<file path="config.mk">
export PLATFORM = sky130hd
export DESIGN_NAME = round_robin_task_ring_scheduler_unit_flat
export DESIGN_NICKNAME = d
export VERILOG_FILES = /design/src/design/rrts_pkg.sv /design/src/design/rrts_if.sv /design/src/design/rrts_ctrl.sv /design/src/design/rrts_dp.sv /design/src/design/round_robin_task_ring_scheduler_unit.sv /design/src/flat_wrapper.sv
export SDC_FILE = /design/constraint.sdc
export NUM_CORES = 1
export LEC_CHECK = 0
export BUFFER_PORTS_ARGS = -buffer_cell sky130_fd_sc_hd__buf_2
export CAP_MARGIN = 30
export CORE_MARGIN = 2
export CORE_UTILIZATION = 45
export CTS_CLUSTER_SIZE = 28
export DETAILED_ROUTE_END_ITERATION = 7
export GPL_TIMING_DRIVEN = 0
export PLACE_DENSITY_LB_ADDON = 0.12
export SYNTH_ARGS = -nofsm -noshare
export SYNTH_HDL_FRONTEND = slang
export SYNTH_SLANG_ARGS = --single-unit
</file>
<file path="constraint.sdc">
create_clock -name clk -period 10.3 [get_ports clk]
set_input_delay 1.545 -clock clk [delete_from_list [all_inputs] [get_ports clk]]
set_output_delay 1.545 -clock clk [all_outputs]
set_load 0.02 [all_outputs]
</file>
<file path="src/design/rrts_pkg.sv">
// Package: shared constants, codes and control types of the task ring scheduler.
`default_nettype none
package rrts_pkg;
  localparam int MAX_TASKS = 16;
  localparam int SLOT_W    = $clog2(MAX_TASKS);
  localparam int PID_W     = 16;
  localparam int PCNT_W    = PID_W + 1;
  localparam int OP_W      = 3;
  localparam int STAT_W    = 3;

  typedef enum logic [OP_W-1:0] {
    OP_CREATE   = 3'd0,
    OP_KILL_PID = 3'd1,
    OP_KILL_CUR = 3'd2,
    OP_TICK     = 3'd3,
    OP_QUERY    = 3'd4
  } op_t;

  typedef enum logic [STAT_W-1:0] {
    ST_OK        = 3'd0,
    ST_NOT_FOUND = 3'd1,
    ST_REFUSED   = 3'd2,
    ST_FULL      = 3'd3,
    ST_NO_RUN    = 3'd4
  } stat_t;

  typedef enum logic [1:0] {
    RS_READY  = 2'd0,
    RS_RUN    = 2'd1,
    RS_ZOMBIE = 2'd2
  } run_t;

  typedef enum logic [2:0] {
    CS_IDLE,
    CS_EXEC,
    CS_WSTART,
    CS_WALK,
    CS_RESP
  } ctrl_st_t;

  typedef struct packed {
    logic accept;
    logic exec;
    logic walk_init;
    logic walk_step;
    logic finish;
    logic load_out;
  } dp_cmd_t;

  typedef struct packed {
    logic need_walk;
    logic hit;
    logic last;
    logic out_free;
  } dp_sts_t;
endpackage
`default_nettype wire

</file>
<file path="src/design/rrts_if.sv">
// Interfaces: request and result channels of the task ring scheduler.
`default_nettype none
interface rrts_in_if;
  import rrts_pkg::*;
  logic              valid;
  logic              ready;
  logic [OP_W-1:0]   operation;
  logic [PID_W-1:0]  target_pid;
  logic              user_mode;
  modport source (output valid, operation, target_pid, user_mode, input ready);
  modport sink   (input valid, operation, target_pid, user_mode, output ready);
endinterface

interface rrts_out_if;
  import rrts_pkg::*;
  logic              valid;
  logic              ready;
  logic [STAT_W-1:0] status;
  logic [PID_W-1:0]  result_pid;
  logic [SLOT_W-1:0] result_slot;
  logic              alive;
  logic              running_is_user;
  modport source (output valid, status, result_pid, result_slot, alive, running_is_user,
                  input ready);
  modport sink   (input valid, status, result_pid, result_slot, alive, running_is_user,
                  output ready);
endinterface
`default_nettype wire

</file>
<file path="src/design/rrts_ctrl.sv">
// Controller: sequences accept, decode, ring walk and result transaction.
`default_nettype none
module rrts_ctrl (
  input  wire logic             clk,
  input  wire logic             rst_n,
  input  wire logic             in_valid,
  output logic                  in_ready,
  input  wire rrts_pkg::dp_sts_t sts,
  output rrts_pkg::dp_cmd_t     cmd
);
  import rrts_pkg::*;

  ctrl_st_t state_r, state_nxt;

  always_ff @(posedge clk) begin
    if (!rst_n) begin
      state_r <= CS_IDLE;
    end else begin
      state_r <= state_nxt;
    end
  end

  always_comb begin
    state_nxt = state_r;
    cmd       = '0;
    in_ready  = 1'b0;
    case (state_r)
      CS_IDLE: begin
        in_ready = 1'b1;
        if (in_valid) begin
          cmd.accept = 1'b1;
          state_nxt  = CS_EXEC;
        end
      end
      CS_EXEC: begin
        cmd.exec  = 1'b1;
        state_nxt = sts.need_walk ? CS_WSTART : CS_RESP;
      end
      CS_WSTART: begin
        cmd.walk_init = 1'b1;
        state_nxt     = CS_WALK;
      end
      CS_WALK: begin
        if (sts.hit || sts.last) begin
          cmd.finish = 1'b1;
          state_nxt  = CS_RESP;
        end else begin
          cmd.walk_step = 1'b1;
        end
      end
      CS_RESP: begin
        if (sts.out_free) begin
          cmd.load_out = 1'b1;
          state_nxt    = CS_IDLE;
        end
      end
      default: state_nxt = CS_IDLE;
    endcase
  end
endmodule
`default_nettype wire

</file>
<file path="src/design/rrts_dp.sv">
// Datapath: slot table, ring walker, result and output registers.
`default_nettype none
module rrts_dp (
  input  wire logic                        clk,
  input  wire logic                        rst_n,
  input  wire logic [rrts_pkg::OP_W-1:0]   in_operation,
  input  wire logic [rrts_pkg::PID_W-1:0]  in_target_pid,
  input  wire logic                        in_user_mode,
  input  wire rrts_pkg::dp_cmd_t           cmd,
  output rrts_pkg::dp_sts_t                sts,
  output logic                             out_valid,
  input  wire logic                        out_ready,
  output logic [rrts_pkg::STAT_W-1:0]      out_status,
  output logic [rrts_pkg::PID_W-1:0]       out_result_pid,
  output logic [rrts_pkg::SLOT_W-1:0]      out_result_slot,
  output logic                             out_alive,
  output logic                             out_running_is_user
);
  import rrts_pkg::*;

  logic              used_r  [MAX_TASKS];
  logic [PID_W-1:0]  pid_r   [MAX_TASKS];
  run_t              rs_r    [MAX_TASKS];
  logic [SLOT_W-1:0] link_r  [MAX_TASKS];
  logic              user_r  [MAX_TASKS];
  logic [SLOT_W-1:0] tail_r, cur_r;
  logic              cv_r, hz_r;
  logic [PCNT_W-1:0] pcnt_r;

  logic [OP_W-1:0]   op_r;
  logic [PID_W-1:0]  tgt_r;
  logic              um_r;
  logic [SLOT_W-1:0] it_r, start_r, prev_r, cnt_r;

  logic [STAT_W-1:0] res_status_r;
  logic [PID_W-1:0]  res_pid_r;
  logic [SLOT_W-1:0] res_slot_r;
  logic              res_alive_r, res_user_r;

  logic [SLOT_W-1:0] free_slot;
  logic              free_found;
  logic              need_walk_c, hit_c, last_c;
  logic [SLOT_W-1:0] nxt_it;

  always_comb begin
    free_slot  = '0;
    free_found = 1'b0;
    for (int i = MAX_TASKS - 1; i >= 1; i--) begin
      if (!used_r[i]) begin
        free_slot  = SLOT_W'(i);
        free_found = 1'b1;
      end
    end
  end

  always_comb begin
    case (op_r)
      OP_KILL_PID: need_walk_c = (tgt_r != '0);
      OP_KILL_CUR: need_walk_c = cv_r && (cur_r != '0) && (rs_r[cur_r] != RS_ZOMBIE);
      OP_TICK:     need_walk_c = 1'b1;
      OP_QUERY:    need_walk_c = (tgt_r != '0);
      default:     need_walk_c = 1'b0;
    endcase
  end

  assign nxt_it = link_r[it_r];
  always_comb begin
    if (op_r == OP_TICK) begin
      hit_c = used_r[it_r] && (rs_r[it_r] == RS_READY || rs_r[it_r] == RS_RUN);
    end else begin
      hit_c = used_r[it_r] && (pid_r[it_r] == tgt_r) && (rs_r[it_r] != RS_ZOMBIE);
    end
    last_c = (nxt_it == start_r) || (cnt_r == SLOT_W'(MAX_TASKS - 1));
  end

  assign sts.need_walk = need_walk_c;
  assign sts.hit       = hit_c;
  assign sts.last      = last_c;
  assign sts.out_free  = !out_valid || out_ready;

  // slot table and scheduler state
  always_ff @(posedge clk) begin
    if (!rst_n) begin
      for (int i = 0; i < MAX_TASKS; i++) begin
        used_r[i] <= (i == 0);
        pid_r[i]  <= '0;
        rs_r[i]   <= (i == 0) ? RS_RUN : RS_READY;
        link_r[i] <= '0;
        user_r[i] <= 1'b0;
      end
      tail_r <= '0;
      cur_r  <= '0;
      cv_r   <= 1'b0;
      hz_r   <= 1'b0;
      pcnt_r <= PCNT_W'(1);
    end else if (cmd.exec) begin
      if (op_r == OP_CREATE && free_found && !pcnt_r[PCNT_W-1]) begin
        used_r[free_slot] <= 1'b1;
        pid_r[free_slot]  <= pcnt_r[PID_W-1:0];
        rs_r[free_slot]   <= RS_READY;
        user_r[free_slot] <= um_r;
        link_r[free_slot] <= link_r[tail_r];
        link_r[tail_r]    <= free_slot;
        tail_r            <= free_slot;
        pcnt_r            <= pcnt_r + PCNT_W'(1);
      end else if (op_r == OP_TICK) begin
        if (!cv_r) begin
          cv_r     <= 1'b1;
          cur_r    <= '0;
          rs_r[0]  <= RS_READY;
          hz_r     <= 1'b0;
        end else begin
          hz_r <= (rs_r[cur_r] == RS_ZOMBIE);
          if (rs_r[cur_r] == RS_RUN) begin
            rs_r[cur_r] <= RS_READY;
          end
        end
      end
    end else if (cmd.finish) begin
      if (op_r == OP_TICK) begin
        if (hz_r) begin
          used_r[cur_r] <= 1'b0;
          pid_r[cur_r]  <= '0;
          rs_r[cur_r]   <= RS_READY;
          link_r[cur_r] <= '0;
          user_r[cur_r] <= 1'b0;
          if (!hit_c) begin
            cv_r <= 1'b0;
          end
        end
        if (hit_c) begin
          cur_r       <= it_r;
          rs_r[it_r]  <= RS_RUN;
        end
      end else if ((op_r == OP_KILL_PID || op_r == OP_KILL_CUR) && hit_c &&
                   it_r != '0) begin
        if (cv_r && rs_r[cur_r] == RS_ZOMBIE && cur_r != it_r && link_r[cur_r] == it_r) begin
          link_r[cur_r] <= nxt_it;
        end
        link_r[prev_r] <= nxt_it;
        if (tail_r == it_r) begin
          tail_r <= prev_r;
        end
        if (cv_r && cur_r == it_r) begin
          rs_r[it_r] <= RS_ZOMBIE;
        end else begin
          used_r[it_r] <= 1'b0;
          pid_r[it_r]  <= '0;
          rs_r[it_r]   <= RS_READY;
          link_r[it_r] <= '0;
          user_r[it_r] <= 1'b0;
        end
      end
    end
  end

  // request latch, walker and result
  always_ff @(posedge clk) begin
    if (cmd.accept) begin
      op_r         <= in_operation;
      tgt_r        <= in_target_pid;
      um_r         <= in_user_mode;
      res_status_r <= ST_OK;
      res_pid_r    <= '0;
      res_slot_r   <= '0;
      res_alive_r  <= 1'b0;
      res_user_r   <= 1'b0;
    end
    if (cmd.exec) begin
      case (op_r)
        OP_CREATE: begin
          if (free_found && !pcnt_r[PCNT_W-1]) begin
            res_pid_r  <= pcnt_r[PID_W-1:0];
            res_slot_r <= free_slot;
          end else begin
            res_status_r <= ST_FULL;
          end
        end
        OP_KILL_PID: begin
          if (tgt_r == '0) begin
            res_status_r <= ST_REFUSED;
          end
        end
        OP_KILL_CUR: begin
          if (!cv_r || cur_r == '0) begin
            res_status_r <= ST_REFUSED;
          end else if (rs_r[cur_r] == RS_ZOMBIE) begin
            res_status_r <= ST_NOT_FOUND;
          end
          tgt_r <= pid_r[cur_r];
        end
        OP_TICK: ;
        OP_QUERY: begin
          if (tgt_r == '0) begin
            res_alive_r <= 1'b1;
          end
        end
        default: res_status_r <= ST_REFUSED;
      endcase
    end
    if (cmd.walk_init) begin
      cnt_r <= '0;
      if (op_r == OP_TICK) begin
        start_r <= link_r[cur_r];
        it_r    <= link_r[cur_r];
        prev_r  <= cur_r;
      end else begin
        start_r <= link_r[tail_r];
        it_r    <= link_r[tail_r];
        prev_r  <= tail_r;
      end
    end
    if (cmd.walk_step) begin
      prev_r <= it_r;
      it_r   <= nxt_it;
      cnt_r  <= cnt_r + SLOT_W'(1);
    end
    if (cmd.finish) begin
      case (op_r)
        OP_TICK: begin
          if (hit_c) begin
            res_pid_r  <= pid_r[it_r];
            res_slot_r <= it_r;
            res_user_r <= user_r[it_r];
          end else begin
            res_status_r <= ST_NO_RUN;
          end
        end
        OP_QUERY: begin
          if (hit_c) begin
            res_alive_r <= 1'b1;
          end else begin
            res_status_r <= ST_NOT_FOUND;
          end
        end
        default: begin
          if (!hit_c) begin
            res_status_r <= ST_NOT_FOUND;
          end else if (it_r == '0) begin
            res_status_r <= ST_REFUSED;
          end
        end
      endcase
    end
  end

  always_ff @(posedge clk) begin
    if (!rst_n) begin
      out_valid <= 1'b0;
    end else if (cmd.load_out) begin
      out_valid <= 1'b1;
    end else if (out_ready) begin
      out_valid <= 1'b0;
    end
  end

  always_ff @(posedge clk) begin
    if (cmd.load_out) begin
      out_status          <= res_status_r;
      out_result_pid      <= res_pid_r;
      out_result_slot     <= res_slot_r;
      out_alive           <= res_alive_r;
      out_running_is_user <= res_user_r;
    end
  end
endmodule
`default_nettype wire

</file>
<file path="src/design/round_robin_task_ring_scheduler_unit.sv">
// Top level: round-robin task ring scheduler, controller plus datapath.
// Create, refused and trivial requests go from accept through execute to the result state without a ring walk.
// Kill, query and tick walk the ring one link per cycle, through the walk start and walk states.
// One transaction is in flight at a time; a stalled output holds the next one in the result state.
// The result register lets the next transaction be accepted while a result waits.
// Reset (synchronous, active low) restores the init task alone in the ring.
`default_nettype none
module round_robin_task_ring_scheduler_unit (
  input  wire logic clk,
  input  wire logic rst_n,
  rrts_in_if.sink   in_chan,
  rrts_out_if.source out_chan
);
  import rrts_pkg::*;

  dp_cmd_t cmd;
  dp_sts_t sts;
  logic    in_ready;

  assign in_chan.ready = in_ready;

  rrts_ctrl u_ctrl (
    .clk      (clk),
    .rst_n    (rst_n),
    .in_valid (in_chan.valid),
    .in_ready (in_ready),
    .sts      (sts),
    .cmd      (cmd)
  );

  rrts_dp u_dp (
    .clk                 (clk),
    .rst_n               (rst_n),
    .in_operation        (in_chan.operation),
    .in_target_pid       (in_chan.target_pid),
    .in_user_mode        (in_chan.user_mode),
    .cmd                 (cmd),
    .sts                 (sts),
    .out_valid           (out_chan.valid),
    .out_ready           (out_chan.ready),
    .out_status          (out_chan.status),
    .out_result_pid      (out_chan.result_pid),
    .out_result_slot     (out_chan.result_slot),
    .out_alive           (out_chan.alive),
    .out_running_is_user (out_chan.running_is_user)
  );
endmodule
`default_nettype wire

</file>
<file path="src/flat_wrapper.sv">
// flat-port wrapper written by rule: the top's interface ports become plain ports
module round_robin_task_ring_scheduler_unit_flat import rrts_pkg::*;
  (clk, rst_n, in_chan_valid, in_chan_operation, in_chan_target_pid, in_chan_user_mode, in_chan_ready, out_chan_valid, out_chan_status, out_chan_result_pid, out_chan_result_slot, out_chan_alive, out_chan_running_is_user, out_chan_ready);
  rrts_in_if in_chan_i ();
  rrts_out_if out_chan_i ();
  input  wire logic clk;
  input  wire logic rst_n;
  input wire logic [$bits(in_chan_i.valid)-1:0] in_chan_valid;
  input wire logic [$bits(in_chan_i.operation)-1:0] in_chan_operation;
  input wire logic [$bits(in_chan_i.target_pid)-1:0] in_chan_target_pid;
  input wire logic [$bits(in_chan_i.user_mode)-1:0] in_chan_user_mode;
  output wire logic [$bits(in_chan_i.ready)-1:0] in_chan_ready;
  output wire logic [$bits(out_chan_i.valid)-1:0] out_chan_valid;
  output wire logic [$bits(out_chan_i.status)-1:0] out_chan_status;
  output wire logic [$bits(out_chan_i.result_pid)-1:0] out_chan_result_pid;
  output wire logic [$bits(out_chan_i.result_slot)-1:0] out_chan_result_slot;
  output wire logic [$bits(out_chan_i.alive)-1:0] out_chan_alive;
  output wire logic [$bits(out_chan_i.running_is_user)-1:0] out_chan_running_is_user;
  input wire logic [$bits(out_chan_i.ready)-1:0] out_chan_ready;
  assign in_chan_i.valid = in_chan_valid;
  assign in_chan_i.operation = in_chan_operation;
  assign in_chan_i.target_pid = in_chan_target_pid;
  assign in_chan_i.user_mode = in_chan_user_mode;
  assign in_chan_ready = in_chan_i.ready;
  assign out_chan_valid = out_chan_i.valid;
  assign out_chan_status = out_chan_i.status;
  assign out_chan_result_pid = out_chan_i.result_pid;
  assign out_chan_result_slot = out_chan_i.result_slot;
  assign out_chan_alive = out_chan_i.alive;
  assign out_chan_running_is_user = out_chan_i.running_is_user;
  assign out_chan_i.ready = out_chan_ready;
  round_robin_task_ring_scheduler_unit u_core (.clk(clk), .rst_n(rst_n), .in_chan(in_chan_i), .out_chan(out_chan_i));
endmodule
</file>
# Word level (Yosys, flattened, before mapping)

Memory sizes are Yosys's and may differ from the RTL's. A register that Yosys moved wholly into a read port is not among the register bits.
Cells that the tools add are included.

Input bits: 24
Bits in writable memories: 384
Memories kept: 5
Register bits: 117
Logic and storage cells: 374
Output and inout port bits: 27

Mux-type cells: 245
$add $sub $neg: 2
Equal/unequal tests: 28
Bitwise logic cells: 6
Reduce and logical (&&, ||, !) cells: 64

Memories:

| name               | words | width | rd ports | clocked after memory_dff | write ports | RTL line      | RTL |
|---|---|---|---|---|---|---|---|
| u_core.u_dp.pid_r  | 16    | 16    | 2        | 2                        | 16          | rrts_dp.sv:22 | `logic [PID_W-1:0] pid_r [MAX_TASKS];` |
| u_core.u_dp.link_r | 16    | 4     | 3        | 3                        | 16          | rrts_dp.sv:24 | `logic [SLOT_W-1:0] link_r [MAX_TASKS];` |
| u_core.u_dp.rs_r   | 16    | 2     | 2        | 2                        | 16          | rrts_dp.sv:23 | `run_t rs_r [MAX_TASKS];` |
| u_core.u_dp.used_r | 16    | 1     | 16       | 1                        | 16          | rrts_dp.sv:21 | `logic used_r [MAX_TASKS];` |
| u_core.u_dp.user_r | 16    | 1     | 1        | 1                        | 16          | rrts_dp.sv:25 | `logic user_r [MAX_TASKS];` |

Operators by type and width:

| kind                                                            | number |
|---|---|
| 4-bit 2-to-1 mux                                                | 79 |
| 16-bit 2-to-1 mux                                               | 13 |
| 1-bit 2-to-1 mux                                                | 126 |
| 16-bit OR reduction                                             | 3 |
| 3-bit 2-to-1 mux                                                | 15 |
| 4-bit OR reduction                                              | 5 |
| 17-bit by 1-bit adder with 17-bit output, second input constant | 1 |
| 16-bit == test                                                  | 1 |
| 4-bit == test                                                   | 4 |
| 16-bit logical NOT                                              | 1 |
| 2-bit 2-to-1 mux                                                | 8 |
| 16-bit nonzero test                                             | 1 |
| 3-bit one-hot mux with 5 select lines                           | 1 |
| 5-bit AND reduction                                             | 3 |
| 1-bit logical AND                                               | 14 |
| 2-bit inequality test, second input constant                    | 7 |
| 2-bit nonzero test                                              | 7 |
| 3-bit by 2-bit == test with 1-bit output, second input constant | 4 |
| 3-bit one-hot mux with 4 select lines                           | 1 |
| 2-bit OR reduction                                              | 5 |
| 4-bit logical NOT                                               | 2 |
| 4-bit nonzero test                                              | 2 |
| 3-bit by 1-bit == test with 1-bit output, second input constant | 2 |
| 3-bit == test, second input constant                            | 2 |
| 17 further kinds                                                | 38 |

# Longest topological paths before layout

Gate-level depths: netlist of run 1.

Depth after elaboration: 25
Depth in mapped cells: 19
Depth with buffers taken out: 12

# Modules after synthesis

Synthesis of run 1 repeated with hierarchy kept, for this count alone.

Cell total of the unflattened synthesis: 2449
Area total of the unflattened synthesis: 29189.2 µm²

Modules (own cells, without submodules):

| module    | seq. area each (µm²) | area each (µm²) | cells each | times used |
|---|---|---|---|---|
| rrts_dp   | 13553.0              | 28969.0         | 2423       | 1 |
| rrts_ctrl | 60.1                 | 220.2           | 26         | 1 |

# Least setup slack after synthesis of run 1

Ideal clock, no wire load.

Path type: input to register
Start: in rst_n
End: mem u_core.u_dp.pid_r[11][0], enable pin
Arrival: 4.431 ns
Buffers on the path: 2
Path slack: 5.455 ns
Library setup time: 0.414 ns
Required time: 9.886 ns
Stages on the path: 9
Cells stage by stage: clkbuf_1 > nand3_1 > nor2_1 > and2_1 > nand4_1 > o211ai_1 > o21ai_0 > buf_2 > o21ai_0

RTL lines:

| element     | RTL line          | RTL |
|---|---|---|
| from (decl) | flat_wrapper.sv:7 | `input wire logic rst_n;` |
| to (decl)   | rrts_dp.sv:22     |  |

==> results of run 1 <==
==> final cells by class <==
class                   instances  share of cell area, %
plain buffers                 211                   3.02
multi-input cells            1772                   44.0
clock inverters                27                  0.947
repair buffers                 98                   2.77
clock buffers                  79                   4.90
flip-flops and latches        513                   40.9
diodes                          2                 0.0150
inverters                      26                  0.293
well taps                     855                   3.21
==> stage by stage <==
step	hold WS (ns)	area [um2]
after CTS	0.423	33200
after global placement	0.410	30600
after floorplan	0.400	29300
final	0.423	33300
after global routing	0.439	33300
after detailed placement	0.409	31300
==> worst register-to-register path: cells and delay by family, from the launching register on <==
family	cells	cell delay, ns
buf+inv	5	2.26
compound gates	4	2.22
flops	1	0.49
simple gates	5	1.51
mux	1	0.62
==> sequential cells by signal, summed over array words and instances, names as in the netlist, 3 cells and up, named ones only <==
register / cells
u_core.u_ctrl.state_r: 3
u_core.u_dp.start_r: 4
u_core.u_dp.pcnt_r: 17
u_core.u_dp.out_result_slot: 4
u_core.u_dp.it_r: 4
u_core.u_dp.res_pid_r: 16
u_core.u_dp.used_r: 16
u_core.u_dp.cur_r: 4
u_core.u_dp.out_status: 3
u_core.u_dp.out_result_pid: 16
u_core.u_dp.prev_r: 4
u_core.u_dp.pid_r: 256
u_core.u_dp.op_r: 3
u_core.u_dp.tail_r: 4
u_core.u_dp.rs_r: 32
u_core.u_dp.user_r: 16
u_core.u_dp.cnt_r: 4
u_core.u_dp.res_slot_r: 4
u_core.u_dp.res_status_r: 3
u_core.u_dp.link_r: 64
u_core.u_dp.tgt_r: 16
==> worst paths after layout <==
check / to / slack [ns] / cells past startpoint / from
worst max-delay path: u_core.u_dp.pid_r[13][13] / 2.89 / 15 / flip-flop
worst min-delay path: u_core.u_dp.out_result_pid[2] / 0.42 / 0 / u_core.u_dp.res_pid_r[2]
worst max register to register: u_core.u_dp.pid_r[13][13] / 2.89 / 15 / flip-flop
worst min register to register: u_core.u_dp.out_result_pid[2] / 0.42 / 0 / u_core.u_dp.res_pid_r[2]
==> cell usage after synthesis, drive strengths merged, types with 6 or more instances <==
| cell | number | area share (%) |
|---|---|---|
| a221oi | 14 | 0.53 |
| nor2b | 30 | 0.64 |
| xnor2 | 18 | 0.54 |
| nor3b | 6 | 0.17 |
| nand4 | 12 | 0.26 |
| o211ai | 11 | 0.28 |
| nand2b | 30 | 0.64 |
| a22oi | 12 | 0.31 |
| mux2 | 53 | 2.1 |
| o21bai | 7 | 0.18 |
| clkbuf | 145 | 1.9 |
| o41ai | 12 | 0.94 |
| o22ai | 16 | 0.34 |
| o21ai | 69 | 1.2 |
| or3 | 6 | 0.15 |
| a211oi | 54 | 1.4 |
| dfxtp | 179 | 12 |
| a21o | 24 | 0.62 |
| edfxtp | 334 | 34 |
| nor3 | 35 | 0.73 |
| nand3 | 62 | 1.1 |
| and3 | 109 | 2.3 |
| xor2 | 28 | 0.84 |
| buf | 66 | 1.6 |
| o221ai | 15 | 0.45 |
| a221o | 7 | 0.24 |
| a21oi | 73 | 1.3 |
| mux2i | 122 | 4.3 |
| and2 | 150 | 3.2 |
| a31oi | 43 | 0.92 |
| or2 | 8 | 0.17 |
| o21a | 13 | 0.34 |
| mux4 | 188 | 14 |
| nor2 | 198 | 2.6 |
| inv | 25 | 0.32 |
| o32ai | 15 | 0.98 |
| nor4 | 18 | 0.45 |
| nand2 | 241 | 3.1 |
| o31ai | 6 | 0.15 |
==> report_power, final <==
part / switching, mW / total, mW / internal, mW / leakage [nW]
clock network: 0.929 / 2.16 / 1.24 / 0.963
registers: 0.0946 / 2.41 / 2.31 / 4.79
logic: 0.701 / 1.06 / 0.361 / 6.23
total: 1.72 / 5.63 / 3.91 / 12.0
==> kinds of logic (layout without fill, tap and decap cells) <==
kind of cell | Yosys count | after routing
simple gates | 919 | 919
flops | 513 | 513
compound gates | 425 | 425
mux | 363 | 363
buf+inv | 237 | 441
xor+xnor | 46 | 46
fa+ha+maj | 2 | 2
other cells | 1 | 19
==> per-layer routing <==
| layer | vias to the layer above | part of all wire (%) | routed length, um | GRT usage, % |
|---|---|---|---|---|
| met5 | - | 0.035 | 44 | 0 |
| met4 | 4 | 3.5 | 4490 | 12.9 |
| met3 | 246 | 14 | 18200 | 13.8 |
| met2 | 1687 | 42 | 53300 | 53.8 |
| met1 | 12300 | 40 | 51000 | 52.7 |
| li1 | 9872 | - | - | - |
==> summary.txt, run 1 <==
Clock network
  – Reg clk slew, reported paths: 0.06 ns
  – Post_cts resized: 0
  – Htree depth: 2
  – Number of setup buffers added after CTS: 0
  – Post-CTS Hold Fix Bufs: 0
  – CTS tree: yes
  – Clk_lat worst skew: 0.67 ns
  – CTS Root Buffer Type: clkbuf_16
  – Clk buf depth: 3
  – CTS buffer count: 57
  – Clock Sinks: 513

Routing
  – Vias/cell: 6.72
  – DRC Markers: 0
  – Routed Antenna Nets: 0
  – DR iter-0 viols: 3176
  – Total number of vias: 24100
  – WL per Instance: 35.5 um
  – Drt pass-1 iters: 5
  – WL final: 127 mm

Power and ir drop
  – Total power: 5.63 mW
  – Max VDD drop: 0.000148 V
  – Lkg Pwr: 12.0 nW
  – Pwr dens: 169 nW/um2

Timing
  – Clk_skew: 0.0367 ns
  – Setup_tns: 0 ns
  – Fmax: 135 MHz
  – Fin crit share: 71.9%
  – Setup violators final: 0
  – RSZ-0062 raised after global routing: no
  – Final setup margin: 2.89 ns
  – Slew @ Worst Pin: 1.27 ns
  – Final hold vios: 0
  – Max Slew Vio Count: 0
  – Rel. slew slack: 15.2%
  – Tmin final: 7.41 ns

Cells and area
  – Final core utilization: 51.7%
  – Layout Cells excl Fill: 3583
  – Area of the multi-input gates: 14600 um2
  – Nets: 2705
  – Layout area overhead: 13.9%
  – Most frequent cells in the layout: 334 x edfxtp_1, 241 x nand2_1, 194 x nor2_1
  – Filler cell count: 5616
  – Fraction of layout instances using a drive strength above 1: 20.7%
  – Reg area: 13600 um2
  – Commonest non-fill, non-tap cell in the layout: edfxtp_1

GRT
  – Grt total ovfl: 0
  – First-pass GRT wire length: 176 mm
  – Vias in the first global route: 22900
  – Initial antenna violation count: 5
  – Largest net degree at the start of global routing: 23
  – All-Layer GR Usage: 37.7%

Floorplan
  – Core area: 64300 um2
  – Chip width: 259 um
  – Placement row count: 93
  – Starting Density: 45.4%
  – Die H: 259 um
  – Full die area: 67000 um2
  – Io pins: 51

Worst setup path
  – Crit path max-delay cell type: a31oi_1
  – Critical Path Start Type: flip-flop
  – Largest stage delay, worst path: 0.80 ns
  – Crit Path Class: reg2reg
  – Crit-path cells: buf_2 -> buf_2 -> buf_1 -> nand3_1 -> a31oi_1 -> o31ai_1 -> a41oi_2 -> nor3_4 -> mux2i_1 -> buf_4 -> nor2_1 -> a21oi_1 -> nor2b_1 -> nand2b_1 -> buf_8
  – Critical Path AT: 7.78 ns
  – CP most frequent cell: buf_2
  – Worst EP required: 10.67 ns
  – Worst-path fanout max: 10
  – Worst setup EP type: flip-flop
  – Top delay family on crit path: buffers and inverters
  – CP Buf/Inv Count: 5

Placement
  – Placed insts: 3470
  – PortBufs: 49
  – RePlAce Congestion: 0.988
  – Pre-CTS setup slack: 3.46 ns
  – Hpwl dp: 96.1 mm

Yosys
  – Ys async rst share: 0%
  – Synth Area in Compound Gates: 11.3%
  – Top_reg_cell synth: edfxtp_1
  – EDFF count, synth: 334
  – Main combinational cell family by area after synthesis: multiplexers
  – Synthesized area per cell: 11.7 um2
  – Post-Syn Area: 29200 um2
  – Synth Area in Simple Gates: 16.0%
  – YS warnings: 0
  – #FFs+latches synth: 513
  – Multiplexer area fraction after synthesis: 20.9%
  – Synth Area in Adders: 0.0856%
  – Syn Inst Count: 2506
  – Synth Area in XOR/XNOR: 1.38%
  – Library cells used by synthesis: 99
  – Register area share after synthesis: 46.6%

Flow run
  – Total of max-cap violations: 0

Min path
  – Worst min path class: reg2reg

Run status
  – Status: finished, final reports clean
(Power assumes the default switching activity.)
==> inputs of run 2 (changes only) <==
==> constraint.sdc (replaced) <==
create_clock -name clk -period 7.1 [get_ports clk]
set_input_delay 1.065 -clock clk [delete_from_list [all_inputs] [get_ports clk]]
set_output_delay 1.065 -clock clk [all_outputs]
set_load 0.02 [all_outputs]
==> run 2 against run 1 <==
Compared with the run above: core utilization about the same; critical endpoint unchanged; power is 45% higher; largest cell class unchanged; count of clock-buffer cells in the layout did not move; clock skew fell by 0.0045 ns; clock power is 45% higher; cell count about the same; sequential cell count stayed put.
==> summary.txt, run 2 (synthesis results as in run 1) <==
Cells and area
  – Reg with most FFs: u_core.u_dp.pid_r (unchanged)
  – Most frequent cells in the layout: 334 x edfxtp_1, 241 x nand2_1, 194 x nor2_1 (unchanged)
  – Filler cell count: 5614 (was 5616)
  – Final core utilization: 51.8% (was 51.7%)
  – Commonest non-fill, non-tap cell in the layout: edfxtp_1 (unchanged)
  – Biggest regs: u_core.u_dp.pid_r: 256 flops, u_core.u_dp.link_r: 64 flops, u_core.u_dp.rs_r: 32 flops (unchanged)
  – Fraction of layout instances using a drive strength above 1: 20.7% (about the same)
  – Layout area overhead: 13.9% (about the same)
  – Area of the multi-input gates: 14600 um2 (about the same)
  – Max reg flops: 256 (unchanged)
  – Layout Cells excl Fill: 3584 (was 3583)
  – Reg area: 13600 um2 (unchanged)
  – Nets: 2705 (unchanged)

Power and ir drop
  – Sequential cell fraction of total power: 42.7% (about the same)
  – Switching Fraction: 30.6% (about the same)
  – Max VDD drop: 0.000212 V (was 0.000148 V)
  – Total internal power: 5.67 mW (was 3.91 mW)
  – Lkg Pwr: 12.0 nW (about the same)
  – Clock power share: 38.4% (about the same)
  – P_sw: 2.50 mW (was 1.72 mW)
  – Pwr dens: 245 nW/um2 (was 169 nW/um2)
  – Gate power share: 18.9% (about the same)

Routing
  – Drt pass-1 iters: 6 (was 5)
  – Routed Antenna Nets: 0 (unchanged)
  – Total number of vias: 24100 (about the same)
  – Vias/cell: 6.71 (was 6.72)
  – DRC Markers: 0 (unchanged)
  – DR iter-0 viols: 3197 (was 3176)
  – WL final: 127 mm (about the same)
  – WL per Instance: 35.5 um (about the same)

Flow run
  – Total of max-cap violations: 0 (unchanged)

Timing
  – Tmin final: 7.07 ns (was 7.41 ns)
  – Fin crit share: 99.6% (was 71.9%)
  – Final hold vios: 0 (unchanged)
  – RSZ-0062 raised after global routing: no (unchanged)
  – Clk_skew: 0.0321 ns (was 0.0367 ns)
  – Rel. slew slack: 12.8% (was 15.2%)
  – Slew @ Worst Pin: 1.31 ns (was 1.27 ns)
  – Final setup margin: 0.0316 ns (was 2.89 ns)
  – Max Slew Vio Count: 0 (unchanged)
  – Fmax: 141 MHz (was 135 MHz)
  – Setup violators final: 0 (unchanged)

Floorplan
  – Placement row count: 93 (unchanged)
  – Core area: 64300 um2 (unchanged)
  – Io pins: 51 (unchanged)
  – Die H: 259 um (unchanged)
  – Chip width: 259 um (unchanged)
  – Full die area: 67000 um2 (unchanged)
  – Starting Density: 45.4% (unchanged)

Placement
  – Pre-CTS setup slack: 0.256 ns (was 3.46 ns)
  – Placed insts: 3470 (unchanged)
  – PortBufs: 49 (unchanged)
  – RePlAce Congestion: 0.988 (unchanged)
  – Hpwl dp: 96.1 mm (unchanged)

Worst setup path
  – Critical Path AT: 7.44 ns (was 7.78 ns)
  – Critical Path Start Type: flip-flop (unchanged)
  – Worst setup EP type: flip-flop (unchanged)
  – Crit Path Class: reg2reg (unchanged)
  – Worst EP required: 7.47 ns (was 10.67 ns)
  – Worst-path fanout max: 10 (unchanged)

Clock network
  – Clk buf depth: 3 (unchanged)
  – Clk_lat worst skew: 0.67 ns (about the same)
  – CTS Root Buffer Type: clkbuf_16 (unchanged)
  – Clock Sinks: 513 (unchanged)
  – CTS tree: yes (unchanged)
  – Post-CTS Hold Fix Bufs: 0 (unchanged)
  – Htree depth: 2 (unchanged)
  – CTS buffer count: 57 (unchanged)
  – Reg clk slew, reported paths: 0.06 ns (about the same)

GRT
  – Grt total ovfl: 0 (unchanged)
  – First-pass GRT wire length: 176 mm (unchanged)
  – Largest net degree at the start of global routing: 23 (unchanged)
  – Vias in the first global route: 22900 (unchanged)
  – All-Layer GR Usage: 37.7% (unchanged)
  – Initial antenna violation count: 5 (unchanged)

Run status
  – Status: finished, final reports clean (unchanged)

Min path
  – Worst min path class: reg2reg (unchanged)
run 2: layout make-up:
| type | count | area share (%) |
|---|---|---|
| Clock inverter | 27 | 0.947 |
| Buffer | 211 | 3.02 |
| Multi-Input combinational cell | 1772 | 44.0 |
| Clock buffer | 79 | 4.90 |
| Timing Repair Buffer | 98 | 2.77 |
| Tap cell | 855 | 3.21 |
| Sequential cell | 513 | 40.9 |
| Antenna cell | 3 | 0.0225 |
| Inverter | 26 | 0.293 |
run 2: path summary, 6_finish.rpt:
kind,startpoint,endpoint,slack (ns),cells after the start
worst max-delay path,flip-flop,u_core.u_dp.pid_r[13][13],0.03,15
worst min-delay path,u_core.u_dp.res_pid_r[2],u_core.u_dp.out_result_pid[2],0.42,0
worst max register to register,flip-flop,u_core.u_dp.pid_r[13][13],0.03,15
worst min register to register,u_core.u_dp.res_pid_r[2],u_core.u_dp.out_result_pid[2],0.42,0
run 2: metrics by stage:
step	power [mW]	area [um2]	setup TNS [ns]	hold WS, ns
after floorplan	4.40	29300	0	0.400
final	8.17	33300	0	0.423
after global placement	4.98	30600	-156.42	0.410
after CTS	8.11	33200	0	0.423
after global routing	8.33	33300	0	0.439
after detailed placement	5.03	31300	0	0.409
run 2: power groups by stage:
stage / combinational (mW) / clock, mW / sequential [mW]
4_1_cts: 1.48 / 3.14 / 3.48
3_5_place_dp: 1.48 / 0 / 3.55
2_1_floorplan: 0.881 / 0 / 3.52
5_1_grt: 1.59 / 3.24 / 3.51
6_report: 1.54 / 3.14 / 3.49
3_3_place_gp: 1.44 / 0 / 3.55
run 2: layer usage:
layer	track usage, %	routed length [um]	vias up
li1	-	-	9881
met1	52.7	51600	12300
met2	53.8	53400	1636
met3	13.8	17800	240
met4	12.9	4360	4
met5	0	45	-
run 2: repair_timing:
action / in CTS / in global routing
buffers inserted: 0 / 0
resized for setup: 0 / 1
setup endpoints to repair: 0 / 26
endpoints found under the hold margin: 0 / 0
run 2: worst max-delay path, cell delays in order (launching register included):
cell      delay, ns
dfxtp_1        0.48
buf_2          0.45
buf_2          0.58
buf_1          0.67
nand3_1        0.26
a31oi_2        0.53
o31ai_1        0.29
a41oi_2        0.55
nor3_4         0.13
mux2i_1        0.59
buf_4          0.30
nor2_1         0.13
a21oi_1        0.51
nor2b_1        0.39
nand2b_1       0.64
buf_8          0.24
